$ cat config.mk
export PLATFORM = sky130hd
export DESIGN_NAME = multilevel_priority_queue
export DESIGN_NICKNAME = d
export VERILOG_FILES = /design/src/hdl/mlpq_pkg.sv /design/src/hdl/multilevel_priority_queue.sv /design/src/hdl/mlpq_ctrl.sv /design/src/hdl/mlpq_datapath.sv
export SDC_FILE = /design/constraint.sdc
export NUM_CORES = 2
export LEC_CHECK = 0
export BUFFER_PORTS_ARGS = -buffer_cell sky130_fd_sc_hd__buf_2
export CAP_MARGIN = 20
export CORE_MARGIN = 3
export CORE_UTILIZATION = 45
export DETAILED_ROUTE_END_ITERATION = 10
export GPL_ROUTABILITY_DRIVEN = 0
export HOLD_SLACK_MARGIN = 0.1
export PLACE_DENSITY = 0.57
export SLEW_MARGIN = 5
export SYNTH_ARGS = -nofsm -noshare
export SYNTH_HDL_FRONTEND = slang
export SYNTH_SLANG_ARGS = --single-unit
$ cat constraint.sdc
create_clock -name clock -period 7.1 [get_ports clock]
set_clock_uncertainty 0.1 [all_clocks]
set_input_delay 0.71 -clock clock [delete_from_list [all_inputs] [get_ports clock]]
set_output_delay 0.71 -clock clock [all_outputs]
set_load 0.01 [all_outputs]
$ cat src/hdl/mlpq_pkg.sv
// Shared types and constants for the multilevel priority queue.
package mlpq_pkg;

   // Default sizing
   localparam int LEVELS_DEF      = 8;
   localparam int LEVEL_DEPTH_DEF = 16;

   // Port field widths
   localparam int CMD_W    = 2;
   localparam int TASK_W   = 16;
   localparam int PRIO_W   = 4;
   localparam int STATUS_W = 2;
   localparam int LCOUNT_W = 5;
   localparam int TCOUNT_W = 8;

   // Request command codes
   localparam logic [CMD_W-1:0] CMD_PUSH = 2'd0;
   localparam logic [CMD_W-1:0] CMD_POP  = 2'd1;
   localparam logic [CMD_W-1:0] CMD_PEEK = 2'd2;

   // Response status codes
   localparam logic [STATUS_W-1:0] ST_OK    = 2'd0;
   localparam logic [STATUS_W-1:0] ST_FULL  = 2'd1;
   localparam logic [STATUS_W-1:0] ST_EMPTY = 2'd2;
   localparam logic [STATUS_W-1:0] ST_RANGE = 2'd3;

   // Controller states
   typedef enum logic [1:0] {
      ST_IDLE,
      ST_EXEC,
      ST_RESP
   } state_type;

   // Commands from controller to datapath
   typedef struct packed {
      logic capture;   // latch the incoming request
      logic execute;   // apply the latched request to the queue state
   } ctl_type;

endpackage

$ cat src/hdl/multilevel_priority_queue.sv
// Top level of the multilevel priority queue.
// A request is applied in the execute state and answered in the response state.
// A new request can be taken while a response is shown; busy is high only in the
// execute state, so no request is taken while the last one is being applied.
// Synchronous reset empties every level at once; memory contents need no clearing.
// The response lasts one cycle and cannot be stalled by the receiver.
module multilevel_priority_queue
   import mlpq_pkg::*;
#(
   parameter int LEVELS      = LEVELS_DEF,
   parameter int LEVEL_DEPTH = LEVEL_DEPTH_DEF
)(
   input  logic                clock,
   input  logic                reset,
   input  logic                start,
   output logic                busy,
   input  logic [CMD_W-1:0]    req_command,
   input  logic [TASK_W-1:0]   req_task_id,
   input  logic [PRIO_W-1:0]   req_priority_req,
   output logic                rsp_strobe,
   output logic [STATUS_W-1:0] rsp_status,
   output logic [TASK_W-1:0]   rsp_out_task_id,
   output logic [PRIO_W-1:0]   rsp_out_priority,
   output logic [LCOUNT_W-1:0] rsp_level_count,
   output logic [TCOUNT_W-1:0] rsp_total_count,
   output logic                rsp_all_empty
);

   ctl_type ctl;

   // Sequencer
   mlpq_ctrl u_ctrl (
      .clock      (clock),
      .reset      (reset),
      .start      (start),
      .busy       (busy),
      .rsp_strobe (rsp_strobe),
      .ctl        (ctl)
   );

   // Queue storage and response formation
   mlpq_datapath #(
      .LEVELS      (LEVELS),
      .LEVEL_DEPTH (LEVEL_DEPTH)
   ) u_datapath (
      .clock            (clock),
      .reset            (reset),
      .ctl              (ctl),
      .req_command      (req_command),
      .req_task_id      (req_task_id),
      .req_priority_req (req_priority_req),
      .rsp_status       (rsp_status),
      .rsp_out_task_id  (rsp_out_task_id),
      .rsp_out_priority (rsp_out_priority),
      .rsp_level_count  (rsp_level_count),
      .rsp_total_count  (rsp_total_count),
      .rsp_all_empty    (rsp_all_empty)
   );

endmodule

$ cat src/hdl/mlpq_ctrl.sv
// Controller state machine: sequences capture, execute and response.
module mlpq_ctrl
   import mlpq_pkg::*;
(
   input  logic    clock,
   input  logic    reset,
   input  logic    start,
   output logic    busy,
   output logic    rsp_strobe,
   output ctl_type ctl
);

   state_type state_ff, state_in;

   // State register
   always_ff @(posedge clock) begin
      if (reset) begin
         state_ff <= ST_IDLE;
      end else begin
         state_ff <= state_in;
      end
   end

   // Next state
   always_comb begin
      state_in = state_ff;
      case (state_ff)
         ST_IDLE: begin
            if (start) state_in = ST_EXEC;
         end
         ST_EXEC: begin
            state_in = ST_RESP;
         end
         ST_RESP: begin
            // a new request may be taken while the response is shown
            state_in = start ? ST_EXEC : ST_IDLE;
         end
         default: begin
            state_in = ST_IDLE;
         end
      endcase
   end

   // Outputs
   always_comb begin
      busy        = 1'b0;
      rsp_strobe  = 1'b0;
      ctl.capture = 1'b0;
      ctl.execute = 1'b0;
      case (state_ff)
         ST_IDLE: begin
            ctl.capture = start;
         end
         ST_EXEC: begin
            busy        = 1'b1;
            ctl.execute = 1'b1;
         end
         ST_RESP: begin
            rsp_strobe  = 1'b1;
            ctl.capture = start;
         end
         default: begin
            busy = 1'b0;
         end
      endcase
   end

endmodule

$ cat src/hdl/mlpq_datapath.sv
// Datapath: per-level FIFO pointers and counts, task memory, result registers.
module mlpq_datapath
   import mlpq_pkg::*;
#(
   parameter int LEVELS      = LEVELS_DEF,
   parameter int LEVEL_DEPTH = LEVEL_DEPTH_DEF
)(
   input  logic                clock,
   input  logic                reset,
   input  ctl_type             ctl,
   input  logic [CMD_W-1:0]    req_command,
   input  logic [TASK_W-1:0]   req_task_id,
   input  logic [PRIO_W-1:0]   req_priority_req,
   output logic [STATUS_W-1:0] rsp_status,
   output logic [TASK_W-1:0]   rsp_out_task_id,
   output logic [PRIO_W-1:0]   rsp_out_priority,
   output logic [LCOUNT_W-1:0] rsp_level_count,
   output logic [TCOUNT_W-1:0] rsp_total_count,
   output logic                rsp_all_empty
);

   localparam int LW    = (LEVELS > 1) ? $clog2(LEVELS) : 1;
   localparam int PW    = (LEVEL_DEPTH > 1) ? $clog2(LEVEL_DEPTH) : 1;
   localparam int CW    = $clog2(LEVEL_DEPTH + 1);
   localparam int SLOTS = LEVELS * LEVEL_DEPTH;
   localparam int AW    = $clog2(SLOTS);
   localparam int TW    = $clog2(SLOTS + 1);
   localparam logic [PW-1:0] PTR_LAST = PW'(LEVEL_DEPTH - 1);
   localparam logic [CW-1:0] CNT_FULL = CW'(LEVEL_DEPTH);

   // Latched request
   logic [CMD_W-1:0]  cmd_ff;
   logic [TASK_W-1:0] task_ff;
   logic [PRIO_W-1:0] prio_ff;

   // Queue state
   logic [PW-1:0] head_ff [LEVELS];
   logic [PW-1:0] head_in [LEVELS];
   logic [PW-1:0] tail_ff [LEVELS];
   logic [PW-1:0] tail_in [LEVELS];
   logic [CW-1:0] cnt_ff  [LEVELS];
   logic [CW-1:0] cnt_in  [LEVELS];
   logic [TW-1:0] total_ff, total_in;

   // Task memory and result registers
   logic [TASK_W-1:0]   mem [SLOTS];
   logic [TASK_W-1:0]   rd_ff;
   logic [STATUS_W-1:0] status_ff, status_in;
   logic                hit_ff;
   logic [LW-1:0]       top_ff;

   // Decode
   logic              prio_ok;
   logic [LW-1:0]     lvl_req;
   logic [LEVELS-1:0] nonempty;
   logic              any_busy;
   logic [LW-1:0]     top;
   logic              full_req;
   logic              is_push, is_read;
   logic              do_push, do_read, do_pop;
   logic [AW-1:0]     mem_addr;
   logic [31:0]       addr_wide;
   logic [31:0]       lcount_wide;
   logic [31:0]       total_wide;
   logic [31:0]       prio_wide;

   // Request capture
   always_ff @(posedge clock) begin
      if (ctl.capture) begin
         cmd_ff  <= req_command;
         task_ff <= req_task_id;
         prio_ff <= req_priority_req;
      end
   end

   // Range check and level index of the named priority
   assign prio_ok = (prio_ff != '0) && (32'(prio_ff) <= 32'(LEVELS));
   assign lvl_req = LW'(32'(prio_ff) - 32'd1);

   // Highest non-empty level
   always_comb begin
      top = '0;
      for (int i = 0; i < LEVELS; i++) begin
         nonempty[i] = (cnt_ff[i] != '0);
         if (nonempty[i]) top = LW'(i);
      end
   end
   assign any_busy = |nonempty;

   assign full_req = (cnt_ff[lvl_req] == CNT_FULL);
   assign is_push  = (cmd_ff == CMD_PUSH);
   assign is_read  = (cmd_ff == CMD_POP) || (cmd_ff == CMD_PEEK);
   assign do_push  = ctl.execute && prio_ok && is_push && !full_req;
   assign do_read  = ctl.execute && prio_ok && is_read && any_busy;
   assign do_pop   = do_read && (cmd_ff == CMD_POP);

   // Status of this request
   always_comb begin
      status_in = ST_OK;
      if (!prio_ok) begin
         status_in = ST_RANGE;
      end else if (is_push && full_req) begin
         status_in = ST_FULL;
      end else if (is_read && !any_busy) begin
         status_in = ST_EMPTY;
      end
   end

   // Memory slot: tail of the named level on push, head of the top level on read
   always_comb begin
      if (is_push) begin
         addr_wide = 32'(lvl_req) * 32'(LEVEL_DEPTH) + 32'(tail_ff[lvl_req]);
      end else begin
         addr_wide = 32'(top) * 32'(LEVEL_DEPTH) + 32'(head_ff[top]);
      end
   end
   assign mem_addr = addr_wide[AW-1:0];

   // Pointer and count updates
   always_comb begin
      head_in  = head_ff;
      tail_in  = tail_ff;
      cnt_in   = cnt_ff;
      total_in = total_ff;
      if (do_push) begin
         tail_in[lvl_req] = (tail_ff[lvl_req] == PTR_LAST) ? '0 : tail_ff[lvl_req] + 1'b1;
         cnt_in[lvl_req]  = cnt_ff[lvl_req] + 1'b1;
         total_in         = total_ff + 1'b1;
      end
      if (do_pop) begin
         head_in[top] = (head_ff[top] == PTR_LAST) ? '0 : head_ff[top] + 1'b1;
         cnt_in[top]  = cnt_ff[top] - 1'b1;
         total_in     = total_ff - 1'b1;
      end
   end

   always_ff @(posedge clock) begin
      if (reset) begin
         for (int i = 0; i < LEVELS; i++) begin
            head_ff[i] <= '0;
            tail_ff[i] <= '0;
            cnt_ff[i]  <= '0;
         end
         total_ff <= '0;
      end else begin
         head_ff  <= head_in;
         tail_ff  <= tail_in;
         cnt_ff   <= cnt_in;
         total_ff <= total_in;
      end
   end

   // Single-port task memory with registered read
   always_ff @(posedge clock) begin
      if (do_push) begin
         mem[mem_addr] <= task_ff;
      end
      if (do_read) begin
         rd_ff <= mem[mem_addr];
      end
   end

   // Result registers
   always_ff @(posedge clock) begin
      if (ctl.execute) begin
         status_ff <= status_in;
         hit_ff    <= do_read;
         top_ff    <= top;
      end
   end

   // Response fields; counts already reflect this request
   assign prio_wide   = 32'(top_ff) + 32'd1;
   assign lcount_wide = prio_ok ? 32'(cnt_ff[lvl_req]) : 32'd0;
   assign total_wide  = 32'(total_ff);

   assign rsp_status       = status_ff;
   assign rsp_out_task_id  = hit_ff ? rd_ff : '0;
   assign rsp_out_priority = hit_ff ? prio_wide[PRIO_W-1:0] : '0;
   assign rsp_level_count  = lcount_wide[LCOUNT_W-1:0];
   assign rsp_total_count  = total_wide[TCOUNT_W-1:0];
   assign rsp_all_empty    = (total_ff == '0);

endmodule

==> results.txt <==
- Based on the critical path, the design can be clocked at up to 150.1 MHz.
- The worst hold path was traced through 2 stages.
- The kind of cell with the highest combined delay along the critical path is simple AND/OR/NAND/NOR gates.
* Setup CP Type: reg2reg
- The number of nets in the synthesized netlist is 4,208.
* Highest-delay cell along the critical path: sky130_fd_sc_hd__mux2i_4
* Required time of the critical path: 7.59 ns
- The number of max-slew violations in the final report was 0.
- Measured along the x axis, the die boundary spans 441.6 um.
- The detail route stage leaves a number of antenna-violating nets equal to 0.
- Yosys printed 0 warnings.
* Row cnt: 159
* Crit. End Element: flip-flop
* Worst Reg-to-Reg Cells: 16
- Worst min-delay path endpoint: u_datapath.head_ff[2]
* Transition at the pin with the smallest max-transition slack: 1.114 ns
- After the first detailed-routing iteration, the DRC count stood at 5,319.
- Area of the core: 0.1882 mm^2
- Max IR drop VDD: 0.0002528 V
- The first global-routing pass estimated 325.1 mm of wire.
- Finished Core Util: 51.75%
- Maximum fanout encountered on the critical timing path: 43
* TritonRoute pass-1 iters: 8
* Starting utilization of the core area: 45.38%
* Worst skew pair latency: 0.85 ns
* Vias per std cell: 6.048
- The final-report hold violation count came to 0.
- The H-tree generated during clock tree synthesis spans 4 levels.
- Counting every instance in the synthesized netlist gives 4,167.
- Status: finished, final reports clean
- Number of CTS-inserted buffers: 219
* Clock period minus final worst setup slack: 6.664 ns
- Gr usage total: 23.06%
- The routed layout has 43,571 vias.
- The die is 441.6 um tall.
- Portion of the clock cycle consumed by the worst path in the final layout: 93.86%
* Prevailing post-synth register cell: sky130_fd_sc_hd__edfxtp_1
- Counting along the longest clock path gives a buffer depth of 3.
- Pin placement for this block handled 63 I/O pins.
* Setup TNS: 0 ns
* Capturing point of the worst reg2reg path: u_datapath.rd_ff[5]
* Area growth, synth to finish: 14.04%
- DIE AREA: 0.1951 mm^2
- Startpoint of the tightest hold check path: u_datapath.head_ff[2]
- Dividing total power by cell area gives a power density of 272.8 mW/mm^2.
* Clock transition at the registers of the reported paths: 0.06 ns
* Synth Register Bits: 2,206
- Root Driver: sky130_fd_sc_hd__clkbuf_16
- Buffers & Inverters on Critical Path: 5
- Delay of the slowest critical-path stage: 0.64 ns
* Sinks on the clock net: 2,206
* WP data arrival: 7.15 ns
* Detailed-placement wirelength estimate: 137.2 mm
* Cell breakdown of the critical path: or4_1 > nor4_1 > and3_1 > inv_1 > nor2_2 > a31o_1 > or3_4 > inv_2 > mux2i_4 > buf_12 > buf_12 > buf_4 > mux4_2 > a22oi_1 > a31oi_1 > or4_1
* R2R setup slack: 0.44 ns
* Total standard cell area after synthesis: 0.08540 mm^2
- The number of antenna violations at the first check in global routing was 12.
- Setup violations remaining at the end of the flow were counted as 0.
- Input and output buffers added on the ports amount to 62.
- Vias in the first global route: 43,228
- Type of origin of the critical path: flip-flop
- Wirelength per Cell: 31.44 um
- Number of max-cap violations: 0
- GR Overflow Total: 0
- Start of the worst register-to-register path: u_datapath.cnt_ff[16]
- Distinct cells, synth: 68
- Post-CTS setup buffer count: 0
* Headroom to the max-slew limit: 25.71%
- RSZ-0062 raised after global routing: false
- Entering global routing, the biggest net connects 107 pins.
- Sequential elements use 76.23% of the synthesized area.
* Number of enable flip-flop cells after synthesis: 2,092
- In this run the worst hold path is classified as reg2reg.
- TritonCTS built the clock tree.
- Static Leakage: 31.03 nW
- Post-Syn Area per Cell: 20.50 um^2
- Share of async-settable or async-resettable flops after synthesis: 0%
* DRC violations left: 0
- The final layout contains routed wiring with a total length of 226.5 mm.
- Of the cells placed in the final design, the portion with a size suffix greater than 1 is 25.91%.
- For this run, the post-layout net count is 4,558.
- Tracing the worst setup path back leads to its startpoint at u_datapath.cnt_ff[16].
[kinds of logic after synthesis]
kind of cell               Yosys count  share of synthesized area [%]
buffers and inverters              252                          1.346
xor gates and xnor gates            19                         0.1948
DFF                               2206                          76.23
and+or+nand+nor                    550                          2.807
muxes                              628                          14.99
AOI/OAI and AO/OA                  496                          4.194
adders and majority gates           16                         0.2432
[layout by cell type, fill, tap and decap left out, types with 6 or more instances in the layout]
cell type,n
sky130_fd_sc_hd__mux2_2,32
sky130_fd_sc_hd__buf_2,61
sky130_fd_sc_hd__o22ai_1,9
sky130_fd_sc_hd__mux4_2,517
sky130_fd_sc_hd__o21ai_0,12
sky130_fd_sc_hd__a22oi_1,134
sky130_fd_sc_hd__inv_1,13
sky130_fd_sc_hd__nand3_1,19
sky130_fd_sc_hd__buf_12,24
sky130_fd_sc_hd__and2_1,23
sky130_fd_sc_hd__dlygate4sd3_1,23
sky130_fd_sc_hd__a221oi_1,68
sky130_fd_sc_hd__ha_1,15
sky130_fd_sc_hd__or4_1,21
sky130_fd_sc_hd__a22o_1,63
sky130_fd_sc_hd__bufinv_16,10
sky130_fd_sc_hd__a31oi_1,67
sky130_fd_sc_hd__clkinv_2,40
sky130_fd_sc_hd__buf_4,248
sky130_fd_sc_hd__a211oi_1,22
sky130_fd_sc_hd__edfxtp_1,2092
sky130_fd_sc_hd__clkinv_1,66
sky130_fd_sc_hd__or3_1,6
sky130_fd_sc_hd__a21o_1,7
sky130_fd_sc_hd__xnor2_1,10
sky130_fd_sc_hd__nor2_2,11
sky130_fd_sc_hd__clkbuf_16,223
sky130_fd_sc_hd__mux2i_1,78
sky130_fd_sc_hd__nor3_1,12
sky130_fd_sc_hd__clkbuf_1,53
sky130_fd_sc_hd__dfxtp_1,114
sky130_fd_sc_hd__xor2_1,7
sky130_fd_sc_hd__nor2_1,312
sky130_fd_sc_hd__a21oi_1,68
sky130_fd_sc_hd__diode_2,9
sky130_fd_sc_hd__nand2_1,103
sky130_fd_sc_hd__nor2b_1,8
sky130_fd_sc_hd__o21ai_1,9
[area by class of cell]
cell class	instances	area, um^2
fill	14963	90800
inverter	18	68.82
sequential	2206	65100
multi-input combinational	1709	19340
clock inverter	125	930.9
tap	2495	3122
clock buffer	279	5821
antenna	9	22.52
timing repair buffer	363	2988
[worst max path at each step]
| stage | cells past startpoint | slack [ns] | to |
|---|---|---|---|
| after detailed placement | 16 | 0.44 | u_datapath.rd_ff[5] |
| after global routing | 16 | 0.15 | u_datapath.rd_ff[5] |
| after floorplan | 21 | 1.11 | u_datapath.mem[23][0] |
| final | 16 | 0.44 | u_datapath.rd_ff[5] |
| after global placement | 16 | 0.46 | u_datapath.rd_ff[5] |
| after CTS | 16 | 0.42 | u_datapath.rd_ff[5] |
[worst reg2reg max path, stage by stage (launching register included)]
cell and delay [ns]:
sky130_fd_sc_hd__dfxtp_1 0.34, sky130_fd_sc_hd__or4_1 0.59, sky130_fd_sc_hd__nor4_1 0.36, sky130_fd_sc_hd__and3_1 0.26, sky130_fd_sc_hd__inv_1 0.11, sky130_fd_sc_hd__nor2_2 0.38, sky130_fd_sc_hd__a31o_1 0.21, sky130_fd_sc_hd__or3_4 0.15
sky130_fd_sc_hd__inv_2 0.07, sky130_fd_sc_hd__mux2i_4 0.64, sky130_fd_sc_hd__buf_12 0.35, sky130_fd_sc_hd__buf_12 0.36, sky130_fd_sc_hd__buf_4 0.49, sky130_fd_sc_hd__mux4_2 0.58, sky130_fd_sc_hd__a22oi_1 0.52, sky130_fd_sc_hd__a31oi_1 0.36
sky130_fd_sc_hd__or4_1 0.54
[power breakdown]
part | internal [mW] | switching [mW]
combinational | 0.449 | 0.857
clock | 6.13 | 4.86
sequential | 14.3 | 0.00851
total | 20.8 | 5.72
[routing by layer]
metal	vias up	wire, um	GRT usage, %
li1	18109	-	-
met1	23439	95070	33.09
met2	1710	109200	36.77
met3	311	15840	3.753
met4	2	6424	6.684
met5	-	9	0
[cell usage after synthesis, types with 3 or more instances]
| library cell | number | share of area (%) |
|---|---|---|
| sky130_fd_sc_hd__nor2_1 | 322 | 1.4 |
| sky130_fd_sc_hd__o21ai_0 | 14 | 0.082 |
| sky130_fd_sc_hd__inv_1 | 13 | 0.057 |
| sky130_fd_sc_hd__mux2_2 | 32 | 0.42 |
| sky130_fd_sc_hd__buf_6 | 11 | 0.15 |
| sky130_fd_sc_hd__xnor2_1 | 11 | 0.11 |
| sky130_fd_sc_hd__or4_1 | 21 | 0.18 |
| sky130_fd_sc_hd__nand3_1 | 19 | 0.11 |
| sky130_fd_sc_hd__o211a_1 | 3 | 0.035 |
| sky130_fd_sc_hd__nor2_2 | 4 | 0.029 |
| sky130_fd_sc_hd__or3_1 | 6 | 0.044 |
| sky130_fd_sc_hd__o22ai_1 | 9 | 0.066 |
| sky130_fd_sc_hd__o21bai_1 | 3 | 0.026 |
| sky130_fd_sc_hd__a22oi_1 | 134 | 1.2 |
| sky130_fd_sc_hd__mux2i_1 | 78 | 0.91 |
| sky130_fd_sc_hd__ha_1 | 15 | 0.22 |
| sky130_fd_sc_hd__a221oi_1 | 68 | 0.70 |
| sky130_fd_sc_hd__nor2b_1 | 9 | 0.066 |
| sky130_fd_sc_hd__a31oi_1 | 68 | 0.50 |
| sky130_fd_sc_hd__nand2b_1 | 4 | 0.029 |
| sky130_fd_sc_hd__nand2_1 | 103 | 0.45 |
| sky130_fd_sc_hd__a21o_1 | 7 | 0.062 |
| sky130_fd_sc_hd__a211oi_1 | 22 | 0.19 |
| sky130_fd_sc_hd__clkbuf_1 | 128 | 0.56 |
| sky130_fd_sc_hd__and3_1 | 5 | 0.037 |
| sky130_fd_sc_hd__dfxtp_1 | 114 | 2.7 |
| sky130_fd_sc_hd__nand3b_1 | 5 | 0.044 |
| sky130_fd_sc_hd__a21oi_1 | 76 | 0.45 |
| sky130_fd_sc_hd__mux4_2 | 517 | 14 |
| sky130_fd_sc_hd__buf_1 | 29 | 0.13 |
| sky130_fd_sc_hd__clkinv_1 | 3 | 0.013 |
| sky130_fd_sc_hd__nor3_1 | 15 | 0.088 |
| sky130_fd_sc_hd__xor2_1 | 8 | 0.082 |
| sky130_fd_sc_hd__buf_2 | 51 | 0.30 |
| sky130_fd_sc_hd__edfxtp_1 | 2092 | 74 |
| sky130_fd_sc_hd__o21ai_1 | 7 | 0.041 |
| sky130_fd_sc_hd__a22o_1 | 64 | 0.66 |
| sky130_fd_sc_hd__and2_1 | 23 | 0.17 |
| sky130_fd_sc_hd__buf_4 | 15 | 0.13 |
[stage by stage]
stage / power [mW] / setup slack [ns] / hold slack (ns) / instances / cell area, um^2
CTS: 26.78 / 0.4222 / 0.3600 / 7193 / 97340
detailed placement: 15.85 / 0.4442 / 0.3520 / 6766 / 90360
finish: 26.57 / 0.4357 / 0.3595 / 7204 / 97400
global route: 27.34 / 0.1518 / 0.3858 / 7199 / 97380
floorplan: 15.30 / 1.108 / 0.3360 / 4167 / 85400
global placement: 15.84 / 0.4591 / 0.3432 / 6761 / 90280
[state kept, by name (all words and copies together), names as in the netlist]
signal / cells
u_datapath.mem: 2048
u_datapath.cnt_ff: 40
u_datapath.head_ff: 32
u_datapath.tail_ff: 32
u_datapath.rd_ff: 16
u_datapath.task_ff: 16
u_datapath.rsp_total_count: 8
u_datapath.prio_ff: 4
u_datapath.top_ff: 3
u_ctrl.state_ff: 2
u_datapath.cmd_ff: 2
u_datapath.rsp_status: 2
u_datapath.hit_ff: 1
[timing repair]
| action | 4_1_cts | 5_1_grt |
|---|---|---|
| hold buffers | 23 | 0 |
| resized for setup | 0 | 0 |
| hold endpoints to repair | 30 | 0 |
Power figures use the tool's default switching activity.
